File: config.mk
export PLATFORM = sky130hd
export DESIGN_NAME = iir_direct_form_one_filter_top_flat
export DESIGN_NICKNAME = d
export VERILOG_FILES = /design/src/hdl/iirdf1_pkg.sv /design/src/hdl/iirdf1_if.sv /design/src/hdl/iir_direct_form_one_filter_top.sv /design/src/hdl/iirdf1_dp.sv /design/src/hdl/iirdf1_seq.sv /design/src/flat_wrapper.sv
export SDC_FILE = /design/constraint.sdc
export NUM_CORES = 2
export LEC_CHECK = 0
export CORE_ASPECT_RATIO = 1.1
export CORE_MARGIN = 2
export CORE_UTILIZATION = 65
export DETAILED_ROUTE_END_ITERATION = 10
export DONT_BUFFER_PORTS = 1
export PLACE_DENSITY = 0.81
export SYNTH_ARGS = -nofsm -noshare
export SYNTH_HDL_FRONTEND = slang
export SYNTH_SLANG_ARGS = --single-unit
File: constraint.sdc
create_clock -name clk_i -period 10.2 [get_ports clk_i]
set_input_delay 2.04 -clock clk_i [delete_from_list [all_inputs] [get_ports clk_i]]
set_output_delay 2.04 -clock clk_i [all_outputs]
set_load 0.03 [all_outputs]
File: src/hdl/iirdf1_pkg.sv
// ---------------------------------------------------------------------------
// iirdf1_pkg
// Widths, microcode types and the control store of the direct form I filter.
// ---------------------------------------------------------------------------
`default_nettype none

package iirdf1_pkg;

  // Data widths
  localparam int unsigned SAMPLE_W  = 16;
  localparam int unsigned COEF_W    = 32;
  localparam int unsigned REG_W     = 2 * COEF_W;
  localparam int unsigned NUM_REGS  = 8;
  localparam int unsigned REG_IDX_W = $clog2(NUM_REGS);
  localparam int unsigned CFG_IDX_W = REG_IDX_W + 1;
  localparam int unsigned FRAC_W    = 24;
  localparam int unsigned PROD_W    = COEF_W + SAMPLE_W;
  localparam int unsigned QUOT_W    = PROD_W - FRAC_W;
  localparam int          SMP_MAX   = 2 ** (SAMPLE_W - 1) - 1;

  // Taps
  localparam int unsigned TAPS_MAX = 8;
  localparam int unsigned TAPS_DEF = 8;
  localparam int unsigned TAP_W    = $clog2(TAPS_MAX);

  // Sequencer
  localparam int unsigned PC_W = 5;
  localparam logic [PC_W-1:0] PC_FETCH = PC_W'(0);
  localparam logic [PC_W-1:0] PC_NUM   = PC_W'(1);
  localparam logic [PC_W-1:0] PC_DEN   = PC_W'(1 + TAPS_MAX);
  localparam logic [PC_W-1:0] PC_DRAIN = PC_W'(1 + 2 * TAPS_MAX);
  localparam logic [PC_W-1:0] PC_FIN   = PC_W'(2 + 2 * TAPS_MAX);

  typedef enum logic [2:0] {
    OP_WAIT_IN,
    OP_MAC_NUM,
    OP_MAC_DEN,
    OP_DRAIN,
    OP_FINISH
  } op_e;

  typedef enum logic [1:0] {
    JMP_NEXT,
    JMP_TAP_LAST,
    JMP_ALWAYS
  } jmp_e;

  typedef struct packed {
    op_e              op;
    logic [TAP_W-1:0] tap;
    jmp_e             jmp;
    logic [PC_W-1:0]  target;
  } uword_t;

  // Sequencer to datapath
  typedef struct packed {
    op_e              op;
    logic [TAP_W-1:0] tap;
    logic             fire;
  } ctrl_t;

  function automatic uword_t mk_uw(op_e op, int unsigned tap, jmp_e jmp,
                                   logic [PC_W-1:0] target);
    uword_t w;
    w.op     = op;
    w.tap    = TAP_W'(tap);
    w.jmp    = jmp;
    w.target = target;
    return w;
  endfunction

  // Control store: fetch, numerator taps, denominator taps, drain, finish
  function automatic uword_t prog_rom(logic [PC_W-1:0] pc);
    uword_t w;
    unique case (pc)
      5'd0:    w = mk_uw(OP_WAIT_IN, 0, JMP_NEXT,     PC_FETCH);
      5'd1:    w = mk_uw(OP_MAC_NUM, 0, JMP_TAP_LAST, PC_DEN);
      5'd2:    w = mk_uw(OP_MAC_NUM, 1, JMP_TAP_LAST, PC_DEN);
      5'd3:    w = mk_uw(OP_MAC_NUM, 2, JMP_TAP_LAST, PC_DEN);
      5'd4:    w = mk_uw(OP_MAC_NUM, 3, JMP_TAP_LAST, PC_DEN);
      5'd5:    w = mk_uw(OP_MAC_NUM, 4, JMP_TAP_LAST, PC_DEN);
      5'd6:    w = mk_uw(OP_MAC_NUM, 5, JMP_TAP_LAST, PC_DEN);
      5'd7:    w = mk_uw(OP_MAC_NUM, 6, JMP_TAP_LAST, PC_DEN);
      5'd8:    w = mk_uw(OP_MAC_NUM, 7, JMP_TAP_LAST, PC_DEN);
      5'd9:    w = mk_uw(OP_MAC_DEN, 0, JMP_TAP_LAST, PC_DRAIN);
      5'd10:   w = mk_uw(OP_MAC_DEN, 1, JMP_TAP_LAST, PC_DRAIN);
      5'd11:   w = mk_uw(OP_MAC_DEN, 2, JMP_TAP_LAST, PC_DRAIN);
      5'd12:   w = mk_uw(OP_MAC_DEN, 3, JMP_TAP_LAST, PC_DRAIN);
      5'd13:   w = mk_uw(OP_MAC_DEN, 4, JMP_TAP_LAST, PC_DRAIN);
      5'd14:   w = mk_uw(OP_MAC_DEN, 5, JMP_TAP_LAST, PC_DRAIN);
      5'd15:   w = mk_uw(OP_MAC_DEN, 6, JMP_TAP_LAST, PC_DRAIN);
      5'd16:   w = mk_uw(OP_MAC_DEN, 7, JMP_TAP_LAST, PC_DRAIN);
      5'd17:   w = mk_uw(OP_DRAIN,   0, JMP_NEXT,     PC_FETCH);
      5'd18:   w = mk_uw(OP_FINISH,  0, JMP_ALWAYS,   PC_FETCH);
      default: w = mk_uw(OP_DRAIN,   0, JMP_ALWAYS,   PC_FETCH);
    endcase
    return w;
  endfunction

endpackage

`default_nettype wire

File: src/hdl/iirdf1_if.sv
// ---------------------------------------------------------------------------
// iirdf1_if
// Valid/ready channels of the filter: sample in, sample out, coefficient write.
// ---------------------------------------------------------------------------
`default_nettype none

// Input sample channel
interface iirdf1_in_if import iirdf1_pkg::*; ();
  logic                       valid;
  logic                       ready;
  logic signed [SAMPLE_W-1:0] sample_in;
  logic                       buffer_start;

  modport source (output valid, sample_in, buffer_start, input ready);
  modport sink   (input valid, sample_in, buffer_start, output ready);
endinterface

// Filtered sample channel
interface iirdf1_out_if import iirdf1_pkg::*; ();
  logic                       valid;
  logic                       ready;
  logic signed [SAMPLE_W-1:0] sample_out;

  modport source (output valid, sample_out, input ready);
  modport sink   (input valid, sample_out, output ready);
endinterface

// Coefficient register write channel
interface iirdf1_cfg_if import iirdf1_pkg::*; ();
  logic                 valid;
  logic                 ready;
  logic [CFG_IDX_W-1:0] index;
  logic [REG_W-1:0]     data;

  modport source (output valid, index, data, input ready);
  modport sink   (input valid, index, data, output ready);
endinterface

`default_nettype wire

File: src/hdl/iir_direct_form_one_filter_top.sv
// ---------------------------------------------------------------------------
// iir_direct_form_one_filter_top
// Direct form I IIR filter on signed 16-bit samples, Q8.24 coefficients.
// ---------------------------------------------------------------------------
// One item in gives one item out: y = sum b_k*x[n-k] - sum a_k*y[n-k], each
// product truncated toward zero and saturated to 16 bits, terms that would
// overflow a 16-bit running sum skipped, the difference wrapped. buffer_start
// clears both histories before the sample is used. From acceptance to the
// next acceptance an item goes through one fetch step, one multiply per
// numerator and denominator tap through the single shared 32x16 multiplier,
// one step to drain its pipeline register and one to write the result. The
// result waits in an output register while the next item is taken; the
// finish step holds only if that register is full and not being read.
// Coefficient writes are always ready; indexes past the eighth are ignored.
`default_nettype none

module iir_direct_form_one_filter_top import iirdf1_pkg::*; #(
  parameter int unsigned TAPS = TAPS_DEF
) (
  input  logic         clk_i,
  input  logic         rst_ni,
  iirdf1_in_if.sink    in_ch,
  iirdf1_out_if.source out_ch,
  iirdf1_cfg_if.sink   cfg_ch
);

  ctrl_t ctrl;
  logic  out_hold;

  assign cfg_ch.ready = 1'b1;

  // Sequencer
  iirdf1_seq #(
    .TAPS (TAPS)
  ) u_seq (
    .clk_i      (clk_i),
    .rst_ni     (rst_ni),
    .in_valid_i (in_ch.valid),
    .out_hold_i (out_hold),
    .in_ready_o (in_ch.ready),
    .ctrl_o     (ctrl)
  );

  // Datapath
  iirdf1_dp #(
    .TAPS (TAPS)
  ) u_dp (
    .clk_i          (clk_i),
    .rst_ni         (rst_ni),
    .ctrl_i         (ctrl),
    .sample_i       (in_ch.sample_in),
    .buffer_start_i (in_ch.buffer_start),
    .cfg_we_i       (cfg_ch.valid),
    .cfg_idx_i      (cfg_ch.index),
    .cfg_data_i     (cfg_ch.data),
    .out_ready_i    (out_ch.ready),
    .out_valid_o    (out_ch.valid),
    .sample_o       (out_ch.sample_out),
    .out_hold_o     (out_hold)
  );

endmodule

`default_nettype wire

File: src/hdl/iirdf1_dp.sv
// ---------------------------------------------------------------------------
// iirdf1_dp
// Filter datapath: coefficient registers, histories, shared multiplier,
// saturating accumulators and the output register.
// ---------------------------------------------------------------------------
`default_nettype none

module iirdf1_dp import iirdf1_pkg::*; #(
  parameter int unsigned TAPS = TAPS_DEF
) (
  input  logic                       clk_i,
  input  logic                       rst_ni,
  input  ctrl_t                      ctrl_i,
  input  logic signed [SAMPLE_W-1:0] sample_i,
  input  logic                       buffer_start_i,
  input  logic                       cfg_we_i,
  input  logic [CFG_IDX_W-1:0]       cfg_idx_i,
  input  logic [REG_W-1:0]           cfg_data_i,
  input  logic                       out_ready_i,
  output logic                       out_valid_o,
  output logic signed [SAMPLE_W-1:0] sample_o,
  output logic                       out_hold_o
);

  localparam logic signed [QUOT_W-1:0] QMax = QUOT_W'(SMP_MAX);
  localparam logic signed [QUOT_W-1:0] QMin = QUOT_W'(-SMP_MAX - 1);
  localparam logic [PROD_W-1:0] FracMask = PROD_W'((1 << FRAC_W) - 1);

  logic [REG_W-1:0]           coef_q [NUM_REGS];
  logic signed [SAMPLE_W-1:0] xh_q [TAPS];
  logic signed [SAMPLE_W-1:0] yh_q [TAPS];
  logic signed [SAMPLE_W-1:0] sx_q, sy_q, out_q;
  logic signed [PROD_W-1:0]   prod_q;
  logic                       acc_en_q, acc_den_q, out_valid_q;

  logic                       is_mac, is_den, accept, finish;
  logic [REG_IDX_W-1:0]       reg_sel;
  logic [REG_W-1:0]           coef_word;
  logic signed [COEF_W-1:0]   coef_s;
  logic signed [SAMPLE_W-1:0] smp_s;
  logic signed [PROD_W-1:0]   prod_d;
  logic [PROD_W-1:0]          prod_adj;
  logic signed [QUOT_W-1:0]   quot;
  logic signed [SAMPLE_W-1:0] term, acc_sel, y_val;
  logic [SAMPLE_W:0]          sum;
  logic                       sum_ovf;

  assign is_den = (ctrl_i.op == OP_MAC_DEN);
  assign is_mac = (ctrl_i.op == OP_MAC_NUM) || is_den;
  assign accept = ctrl_i.fire && (ctrl_i.op == OP_WAIT_IN);
  assign finish = ctrl_i.fire && (ctrl_i.op == OP_FINISH);

  // Coefficient register file, writes beyond the list are dropped
  always_ff @(posedge clk_i or negedge rst_ni) begin
    if (!rst_ni) begin
      for (int i = 0; i < NUM_REGS; i++) coef_q[i] <= '0;
    end else if (cfg_we_i && (cfg_idx_i < CFG_IDX_W'(NUM_REGS))) begin
      coef_q[cfg_idx_i[REG_IDX_W-1:0]] <= cfg_data_i;
    end
  end

  // Coefficient pick: two per register, denominator in the upper four
  assign reg_sel   = {is_den, ctrl_i.tap[TAP_W-1:1]};
  assign coef_word = coef_q[reg_sel];
  assign coef_s    = ctrl_i.tap[0] ? $signed(coef_word[REG_W-1:COEF_W])
                                   : $signed(coef_word[COEF_W-1:0]);

  // Sample pick from the history taps
  always_comb begin
    smp_s = '0;
    for (int i = 0; i < TAPS; i++) begin
      if (ctrl_i.tap == TAP_W'(i)) smp_s = is_den ? yh_q[i] : xh_q[i];
    end
  end

  // Shared multiplier, registered
  assign prod_d = coef_s * smp_s;

  always_ff @(posedge clk_i or negedge rst_ni) begin
    if (!rst_ni) begin
      acc_en_q  <= 1'b0;
      acc_den_q <= 1'b0;
    end else begin
      acc_en_q  <= is_mac;
      acc_den_q <= is_den;
    end
  end

  always_ff @(posedge clk_i) begin
    if (is_mac) prod_q <= prod_d;
  end

  // Truncate toward zero, saturate, then add unless the sum leaves 16 bits
  assign prod_adj = prod_q + (prod_q[PROD_W-1] ? FracMask : '0);
  assign quot     = $signed(prod_adj[PROD_W-1:FRAC_W]);

  always_comb begin
    if (quot > QMax)      term = QMax[SAMPLE_W-1:0];
    else if (quot < QMin) term = QMin[SAMPLE_W-1:0];
    else                  term = quot[SAMPLE_W-1:0];
  end

  assign acc_sel = acc_den_q ? sy_q : sx_q;
  assign sum     = {acc_sel[SAMPLE_W-1], acc_sel} + {term[SAMPLE_W-1], term};
  assign sum_ovf = sum[SAMPLE_W] ^ sum[SAMPLE_W-1];
  assign y_val   = sx_q - sy_q;

  // Accumulators
  always_ff @(posedge clk_i or negedge rst_ni) begin
    if (!rst_ni) begin
      sx_q <= '0;
      sy_q <= '0;
    end else if (accept) begin
      sx_q <= '0;
      sy_q <= '0;
    end else if (acc_en_q && !sum_ovf) begin
      if (acc_den_q) sy_q <= $signed(sum[SAMPLE_W-1:0]);
      else           sx_q <= $signed(sum[SAMPLE_W-1:0]);
    end
  end

  // Histories: x shifts in on accept, y on finish; buffer start clears both
  always_ff @(posedge clk_i or negedge rst_ni) begin
    if (!rst_ni) begin
      for (int i = 0; i < TAPS; i++) begin
        xh_q[i] <= '0;
        yh_q[i] <= '0;
      end
    end else if (accept) begin
      xh_q[0] <= sample_i;
      for (int i = 1; i < TAPS; i++) xh_q[i] <= buffer_start_i ? '0 : xh_q[i-1];
      if (buffer_start_i) begin
        for (int i = 0; i < TAPS; i++) yh_q[i] <= '0;
      end
    end else if (finish) begin
      yh_q[0] <= y_val;
      for (int i = 1; i < TAPS; i++) yh_q[i] <= yh_q[i-1];
    end
  end

  // Output register
  always_ff @(posedge clk_i or negedge rst_ni) begin
    if (!rst_ni) begin
      out_valid_q <= 1'b0;
    end else if (finish) begin
      out_valid_q <= 1'b1;
    end else if (out_ready_i) begin
      out_valid_q <= 1'b0;
    end
  end

  always_ff @(posedge clk_i) begin
    if (finish) out_q <= y_val;
  end

  assign out_valid_o = out_valid_q;
  assign sample_o    = out_q;
  assign out_hold_o  = out_valid_q && !out_ready_i;

endmodule

`default_nettype wire

File: src/hdl/iirdf1_seq.sv
// ---------------------------------------------------------------------------
// iirdf1_seq
// Microcode sequencer: step counter over the control store, with waits on
// the handshakes and a jump after the last configured tap.
// ---------------------------------------------------------------------------
`default_nettype none

module iirdf1_seq import iirdf1_pkg::*; #(
  parameter int unsigned TAPS = TAPS_DEF
) (
  input  logic  clk_i,
  input  logic  rst_ni,
  input  logic  in_valid_i,
  input  logic  out_hold_i,
  output logic  in_ready_o,
  output ctrl_t ctrl_o
);

  logic [PC_W-1:0] pc_q, pc_d;
  uword_t          uw;
  logic            fire;

  assign uw = prog_rom(pc_q);

  // Output decode: a step fires unless it waits on a handshake
  always_comb begin
    unique case (uw.op)
      OP_WAIT_IN: fire = in_valid_i;
      OP_FINISH:  fire = !out_hold_i;
      default:    fire = 1'b1;
    endcase
    ctrl_o.op   = uw.op;
    ctrl_o.tap  = uw.tap;
    ctrl_o.fire = fire;
    in_ready_o  = (uw.op == OP_WAIT_IN);
  end

  // Next step
  always_comb begin
    pc_d = pc_q;
    if (fire) begin
      unique case (uw.jmp)
        JMP_TAP_LAST: pc_d = (uw.tap == TAP_W'(TAPS - 1)) ? uw.target : pc_q + 1'b1;
        JMP_ALWAYS:   pc_d = uw.target;
        default:      pc_d = pc_q + 1'b1;
      endcase
    end
  end

  always_ff @(posedge clk_i or negedge rst_ni) begin
    if (!rst_ni) pc_q <= PC_FETCH;
    else         pc_q <= pc_d;
  end

endmodule

`default_nettype wire

File: src/flat_wrapper.sv
// flat-port wrapper written by rule: the top's interface ports become plain ports
module iir_direct_form_one_filter_top_flat import iirdf1_pkg::*;
#(
  parameter int unsigned TAPS = TAPS_DEF
)
  (clk_i, rst_ni, in_ch_valid, in_ch_sample_in, in_ch_buffer_start, in_ch_ready, out_ch_valid, out_ch_sample_out, out_ch_ready, cfg_ch_valid, cfg_ch_index, cfg_ch_data, cfg_ch_ready);
  iirdf1_in_if in_ch_i ();
  iirdf1_out_if out_ch_i ();
  iirdf1_cfg_if cfg_ch_i ();
  input  logic clk_i;
  input  logic rst_ni;
  input wire logic [$bits(in_ch_i.valid)-1:0] in_ch_valid;
  input wire logic [$bits(in_ch_i.sample_in)-1:0] in_ch_sample_in;
  input wire logic [$bits(in_ch_i.buffer_start)-1:0] in_ch_buffer_start;
  output wire logic [$bits(in_ch_i.ready)-1:0] in_ch_ready;
  output wire logic [$bits(out_ch_i.valid)-1:0] out_ch_valid;
  output wire logic [$bits(out_ch_i.sample_out)-1:0] out_ch_sample_out;
  input wire logic [$bits(out_ch_i.ready)-1:0] out_ch_ready;
  input wire logic [$bits(cfg_ch_i.valid)-1:0] cfg_ch_valid;
  input wire logic [$bits(cfg_ch_i.index)-1:0] cfg_ch_index;
  input wire logic [$bits(cfg_ch_i.data)-1:0] cfg_ch_data;
  output wire logic [$bits(cfg_ch_i.ready)-1:0] cfg_ch_ready;
  assign in_ch_i.valid = in_ch_valid;
  assign in_ch_i.sample_in = in_ch_sample_in;
  assign in_ch_i.buffer_start = in_ch_buffer_start;
  assign in_ch_ready = in_ch_i.ready;
  assign out_ch_valid = out_ch_i.valid;
  assign out_ch_sample_out = out_ch_i.sample_out;
  assign out_ch_i.ready = out_ch_ready;
  assign cfg_ch_i.valid = cfg_ch_valid;
  assign cfg_ch_i.index = cfg_ch_index;
  assign cfg_ch_i.data = cfg_ch_data;
  assign cfg_ch_ready = cfg_ch_i.ready;
  iir_direct_form_one_filter_top #(.TAPS(TAPS)) u_core (.clk_i(clk_i), .rst_ni(rst_ni), .in_ch(in_ch_i), .out_ch(out_ch_i), .cfg_ch(cfg_ch_i));
endmodule
After elaboration in Yosys (flattened, before gate mapping). Memory sizes are Yosys's and may differ from the RTL's. Index checks and enable logic that the tools add are counted.

Add/subtract/negate cells: 4. $mul: 1. $lt $le $gt $ge: 6. Equality and inequality tests: 14. Mux-type cells: 48. Bitwise operators: 3. Reduce and logical (&&, ||, !) cells: 19.

Operator list (number): $bwmux 512 (1); $mux 16 (32); $mux 128 (3); $bmux 64 s3 (1); $demux 64 s3 (1); $mux 64 (3); $add 48x24->48 (1); $mul 32x16->48 (1); $mux 32 (1); $gt 24x16->1 const B (1); $lt 24x16->1 const B (1); $mux 24 (1); $add 16x16->17 (1); $sub 16x16->16 (1); $eq 3x3->1 const B (5); $pmux 5 s2 (1); $eq 3x2->1 const B (3); $ge 4x4->1 const B (2); $not 3->4 (2); $reduce_bool 2->1 (4); $eq 3x1->1 const B (2); $logic_and 1x1->1 (6); $logic_not 3->1 (2); $reduce_and 2->1 (3); 13 further kinds (16).

Flip-flop bits (word level): 872. Bits in read-only memories: 352. Input port bits: 90. Output and inout port bits: 19. Logic and storage cells: 128. Memories kept: 1.

Memory list: (name not given) (words 32, width 11, rd ports 1, clocked after memory_dff 0, wr ports 0, line iirdf1_pkg.sv:75) `unique case (pc)`.

Longest topological paths before layout. An unclocked memory read counts as a cell.

Depth in word-level cells: 12. Mapped depth: 42. Mapped depth without buffers: 37.

Modules after synthesis. Synthesis repeated with hierarchy kept, for this count alone.

Cells, all modules: 5337. Area total of the unflattened synthesis: 59726.0 µm².

Modules (own cells, without submodules): iirdf1_dp (instances 1, cells each 5255, area an instance 59059.1 µm², seq. area each 22016.1 µm²); iirdf1_seq (instances 1, cells each 80, area an instance 655.6 µm², seq. area each 125.1 µm²); iir_direct_form_one_filter_top (instances 1, cells each 2, area an instance 11.3 µm², seq. area each 0.0 µm²).

Worst setup path before layout. No wires, ideal clock.

Path kind: reg-to-reg. Start: register u_core.u_seq.pc_q[0]. End: register u_core.u_dp.prod_q[47] (data pin). Setup time: 0.260 ns. Data arrival time: 8.356 ns. Required time: 9.940 ns. Setup slack: 1.584 ns. Stages on the path, launching flop included: 37. Path buffers: 4. Period minus slack after synthesis: 8.616 ns. Cell sequence: dfrtp_1 -> inv_1 -> ha_1 -> ha_1 -> mux2i_1 -> o21ai_0 -> clkbuf_1 -> nand3_1 -> clkbuf_1 -> a21oi_1 -> o41ai_2 -> o221ai_1 -> a211o_1 -> buf_2 -> and2_1 -> fa_1 -> inv_1 -> fa_1 -> inv_1 -> fa_1 -> inv_1 -> fa_1 -> fa_1 -> fa_1 -> inv_1 -> ha_1 -> clkbuf_1 -> a21oi_1 -> o21ai_0 -> a311oi_1 -> o21ai_0 -> or3_1 -> o21ai_0 -> o21a_1 -> o2111ai_1 -> a21oi_1 -> xnor2_1.

Word-level cells in the longest chain between the ends: 12. Elaborated cells between the ends (all ways): 32. Classes of those cells: mul (1); eq/ne (8); mux (20); bitwise (1); reduce/logical (1); memory (1).

Ends and longest elaborated chain: start: declaration (line iirdf1_seq.sv:19) `logic [PC_W-1:0] pc_q, pc_d;`; start signal: assignment (line iirdf1_seq.sv:52) `else pc_q <= pc_d;`; $mem_v2 32x11 *; $eq 3x2->1 (line iirdf1_dp.sv:48) `assign is_den = (ctrl_i.op == OP_MAC_DEN);`; $mux 16 (9 in a row) (line iirdf1_dp.sv:72) `if (ctrl_i.tap == TAP_W'(i)) smp_s = is_den ? yh_q[i] : xh_q[i];`; $mul 32x16->48 * (line iirdf1_dp.sv:77) `assign prod_d = coef_s * smp_s;`; named net u_core.u_dp.prod_d[47] (line iirdf1_dp.sv:41) `logic signed [PROD_W-1:0] prod_d;`; end signal: assignment (line iirdf1_dp.sv:90) `if (is_mac) prod_q <= prod_d;`; end: declaration (line iirdf1_dp.sv:33) `logic signed [PROD_W-1:0] prod_q;`.

Mark *: on every way through the listed nets, which the timed path passes. The rest lies on a longest branch. The select of a mux whose other input is x is not followed. A chain may end at the register's enable or synchronous reset.

Worst setup path in the final report.
Start: register u_core.u_seq.pc_q[0]. End: register u_core.u_dp.prod_q[36] (data pin).

Same word-level chain as after synthesis.

==> metrics <==
status complete, no violations; commonest cells after routing, fill and taps aside 987 x nand2_1, 808 x dfrtp_1, 592 x inv_1; crit-path most repeated cell fa_1; cell count of the worst hold path 2; Syn Std Cell Area 59400 um^2; post-synthesis cell count 5803; r2r worst-path depth 34; Setup Skew 0.0374 ns; site row count 116; Num Clock Sinks 872; Starting Density 65.5%; IO buf count 0; Final Hold Viols 0; area leader, netlist dfrtp_1; overflow left after global routing 0; area delta synth->final 7.02%; Top FF cell, synth dfrtp_1; CTS Buf Count 89; Clock Latency Late Sink 0.70 ns; nets 6399; GR Util All Layers 33.1%; Finished Layout Cells 6890; I/O pin count 109; post-synthesis sequential area ratio 37.3%; shortest period the worst path allows 9.62 ns; PnR worst setup slack 0.580 ns; Slew headroom 16.3%; vias in the first global route 45384; CTS max path bufs 3; WP data required 10.76 ns; EDFF count, synth 64; vias per inst 6.35; slowest stage cell, crit path fa_1; Fillers 6367; share of post-route cells with drive strength above 1 14.4%; Die H 321 um; Max Clk Rate 0.104 GHz; TritonRoute pass-1 iters 8; max-cap viol count 0; Synthesis Warnings 0; CP Data Arrival Time 10.18 ns; Least-Margin Pin Slew 1.25 ns; Clock H-tree levels 3; most common cell after layout, fill and taps aside nand2_1; startpoint types flop; WL/cell 22.3 um; Crit Path Class reg -> reg; Die ar. 93800 um^2; Iter 0 DRT Violations 3988; final slew viol count 0; Setup Slack @ Placement 0.652 ns; DP HPWL 101000 um; Avg Synthesized Cell Area 10.2 um^2; Sum Neg Setup Slack 0 ns; share of the synthesized area in the top cell type 34.0%; Syn Nets 6557; DRC 0; RSZ-0062 raised after global routing no; Die Span X 292 um; Routed WL 153000 um; synth top area cells dfrtp_1 34%, fa_1 16%, mux2_2 10%; global-route wire length before repair 246000 um; Worst Hold Class reg -> reg; clock root cell clkbuf_16; largest net degree at the start of global routing 809; crit-path max FO 59; CTS tree yes; Routed Antenna Nets 0; endpoint type of the worst setup path flop; Core Area 90700 um^2; Async SR Flop Fraction 92.7%; Final Wtd Congestion 0.939; Ant. Diodes 0; DR vias 43759; setup violators final 0; Final Cycle Share 94.3%; number of synthesized register bits 872; post-synthesis cell type count 74; CTS clk-pin slew, worst paths 0.07 ns; slowest stage delay, CP 0.58 ns; initial antenna violation count 1; dpl cells 6729
==> final timing paths <==
path	startpoint	to	slack [ns]
hold reg to reg	u_core.u_dp.xh_q[13]$_DFFE_PN0P_	u_core.u_dp.xh_q[13]$_DFFE_PN0P_	0.47
setup / recovery	u_core.u_seq.pc_q[0]$_DFFE_PN0N_	u_core.u_dp.prod_q[36]$_DFFE_PP_	0.58
min in group asynchronous	rst_ni	u_core.u_dp.xh_q[118]$_DFFE_PN0P_	1.06
setup reg to reg	u_core.u_seq.pc_q[0]$_DFFE_PN0N_	u_core.u_dp.prod_q[36]$_DFFE_PP_	0.58
max in group asynchronous	rst_ni	u_core.u_dp.coef_q[205]$_DFFE_PN0P_	5.58
hold / removal	u_core.u_dp.xh_q[13]$_DFFE_PN0P_	u_core.u_dp.xh_q[13]$_DFFE_PN0P_	0.47
==> kinds of logic after synthesis <==
| group | Yosys count | share of synthesized area [%] |
|---|---|---|
| and+or+nand+nor | 1750 | 13.4 |
| buffers and inverters | 963 | 6.40 |
| DFF | 872 | 37.3 |
| AOI/OAI and AO/OA | 869 | 10.3 |
| adders and majority gates | 664 | 20.2 |
| muxes | 590 | 11.1 |
| xor gates and xnor gates | 94 | 1.39 |
| other | 1 | 0.00631 |
==> synthesized netlist by cell type, types with 57 or more instances <==
library cell,n
buf_2,81
a311oi_1,57
nor2b_1,118
mux2i_1,60
nor2_1,218
edfxtp_1,64
dfrtp_1,808
fa_1,488
ha_1,176
a221oi_1,106
nand2_1,989
nand2b_1,58
o21ai_0,112
nand3_1,69
mux2_2,530
inv_1,593
a21oi_1,204
xnor2_1,58
a31oi_1,79
clkbuf_1,251
nand3b_1,120
a22o_1,127
==> worst max-delay path, delay by kind of cell, from the launching register on <==
kind | cells | cell delay (ns)
fa+ha+maj | 9 | 3.87
buf+inv | 8 | 1.41
simple gates | 6 | 0.79
flops | 1 | 0.45
compound gates | 11 | 2.85
==> flip-flops by register name, indices dropped and copies added, names as in the netlist <==
| name | flops |
|---|---|
| u_core.u_dp.acc_den_q | 1 |
| u_core.u_dp.acc_en_q | 1 |
| u_core.u_dp.coef_q | 512 |
| u_core.u_dp.out_valid_o | 1 |
| u_core.u_dp.prod_q | 48 |
| u_core.u_dp.sample_o | 16 |
| u_core.u_dp.sx_q | 16 |
| u_core.u_dp.sy_q | 16 |
| u_core.u_dp.xh_q | 128 |
| u_core.u_dp.yh_q | 128 |
| u_core.u_seq.pc_q | 5 |
==> through the flow <==
stage | hold WS [ns] | util [%] | instance area [um^2]
2_1_floorplan | 0.430 | - | 59400
5_1_grt | 0.492 | 70.1 | 63600
3_3_place_gp | 0.448 | 66.7 | 60500
4_1_cts | 0.469 | 69.9 | 63400
3_5_place_dp | 0.456 | 66.7 | 60500
6_report | 0.468 | 70.1 | 63600
==> what timing repair did <==
item,in CTS,in global routing
resized for setup,0,3
hold buffers,0,0
endpoints found under the setup margin,0,2
setup buffers,0,0
==> final cells by class <==
type / instances / area (um^2) / share of cell area [%]
sequential: 872 / 22100 / 34.8
clock buffer: 133 / 2570 / 4.05
multi-input combinational: 3968 / 33600 / 52.9
clock inverter: 23 / 289 / 0.455
inverter: 594 / 2240 / 3.52
timing repair buffer: 120 / 1210 / 1.90
tap: 1180 / 1480 / 2.32
==> layer usage <==
metal  global-route usage (%)  part of all wire (%)  vias to the layer above
met3                     6.53                   8.4                      442
met4                     15.7                   4.9                        2
met2                     54.1                    48                     2041
met1                     42.9                    39                    22183
met5                        0                0.0085                        -
li1                         -                     -                    19091
Power is not shown: default switching activity piles up to over one toggle a cycle in this logic, so the estimate is an artifact.
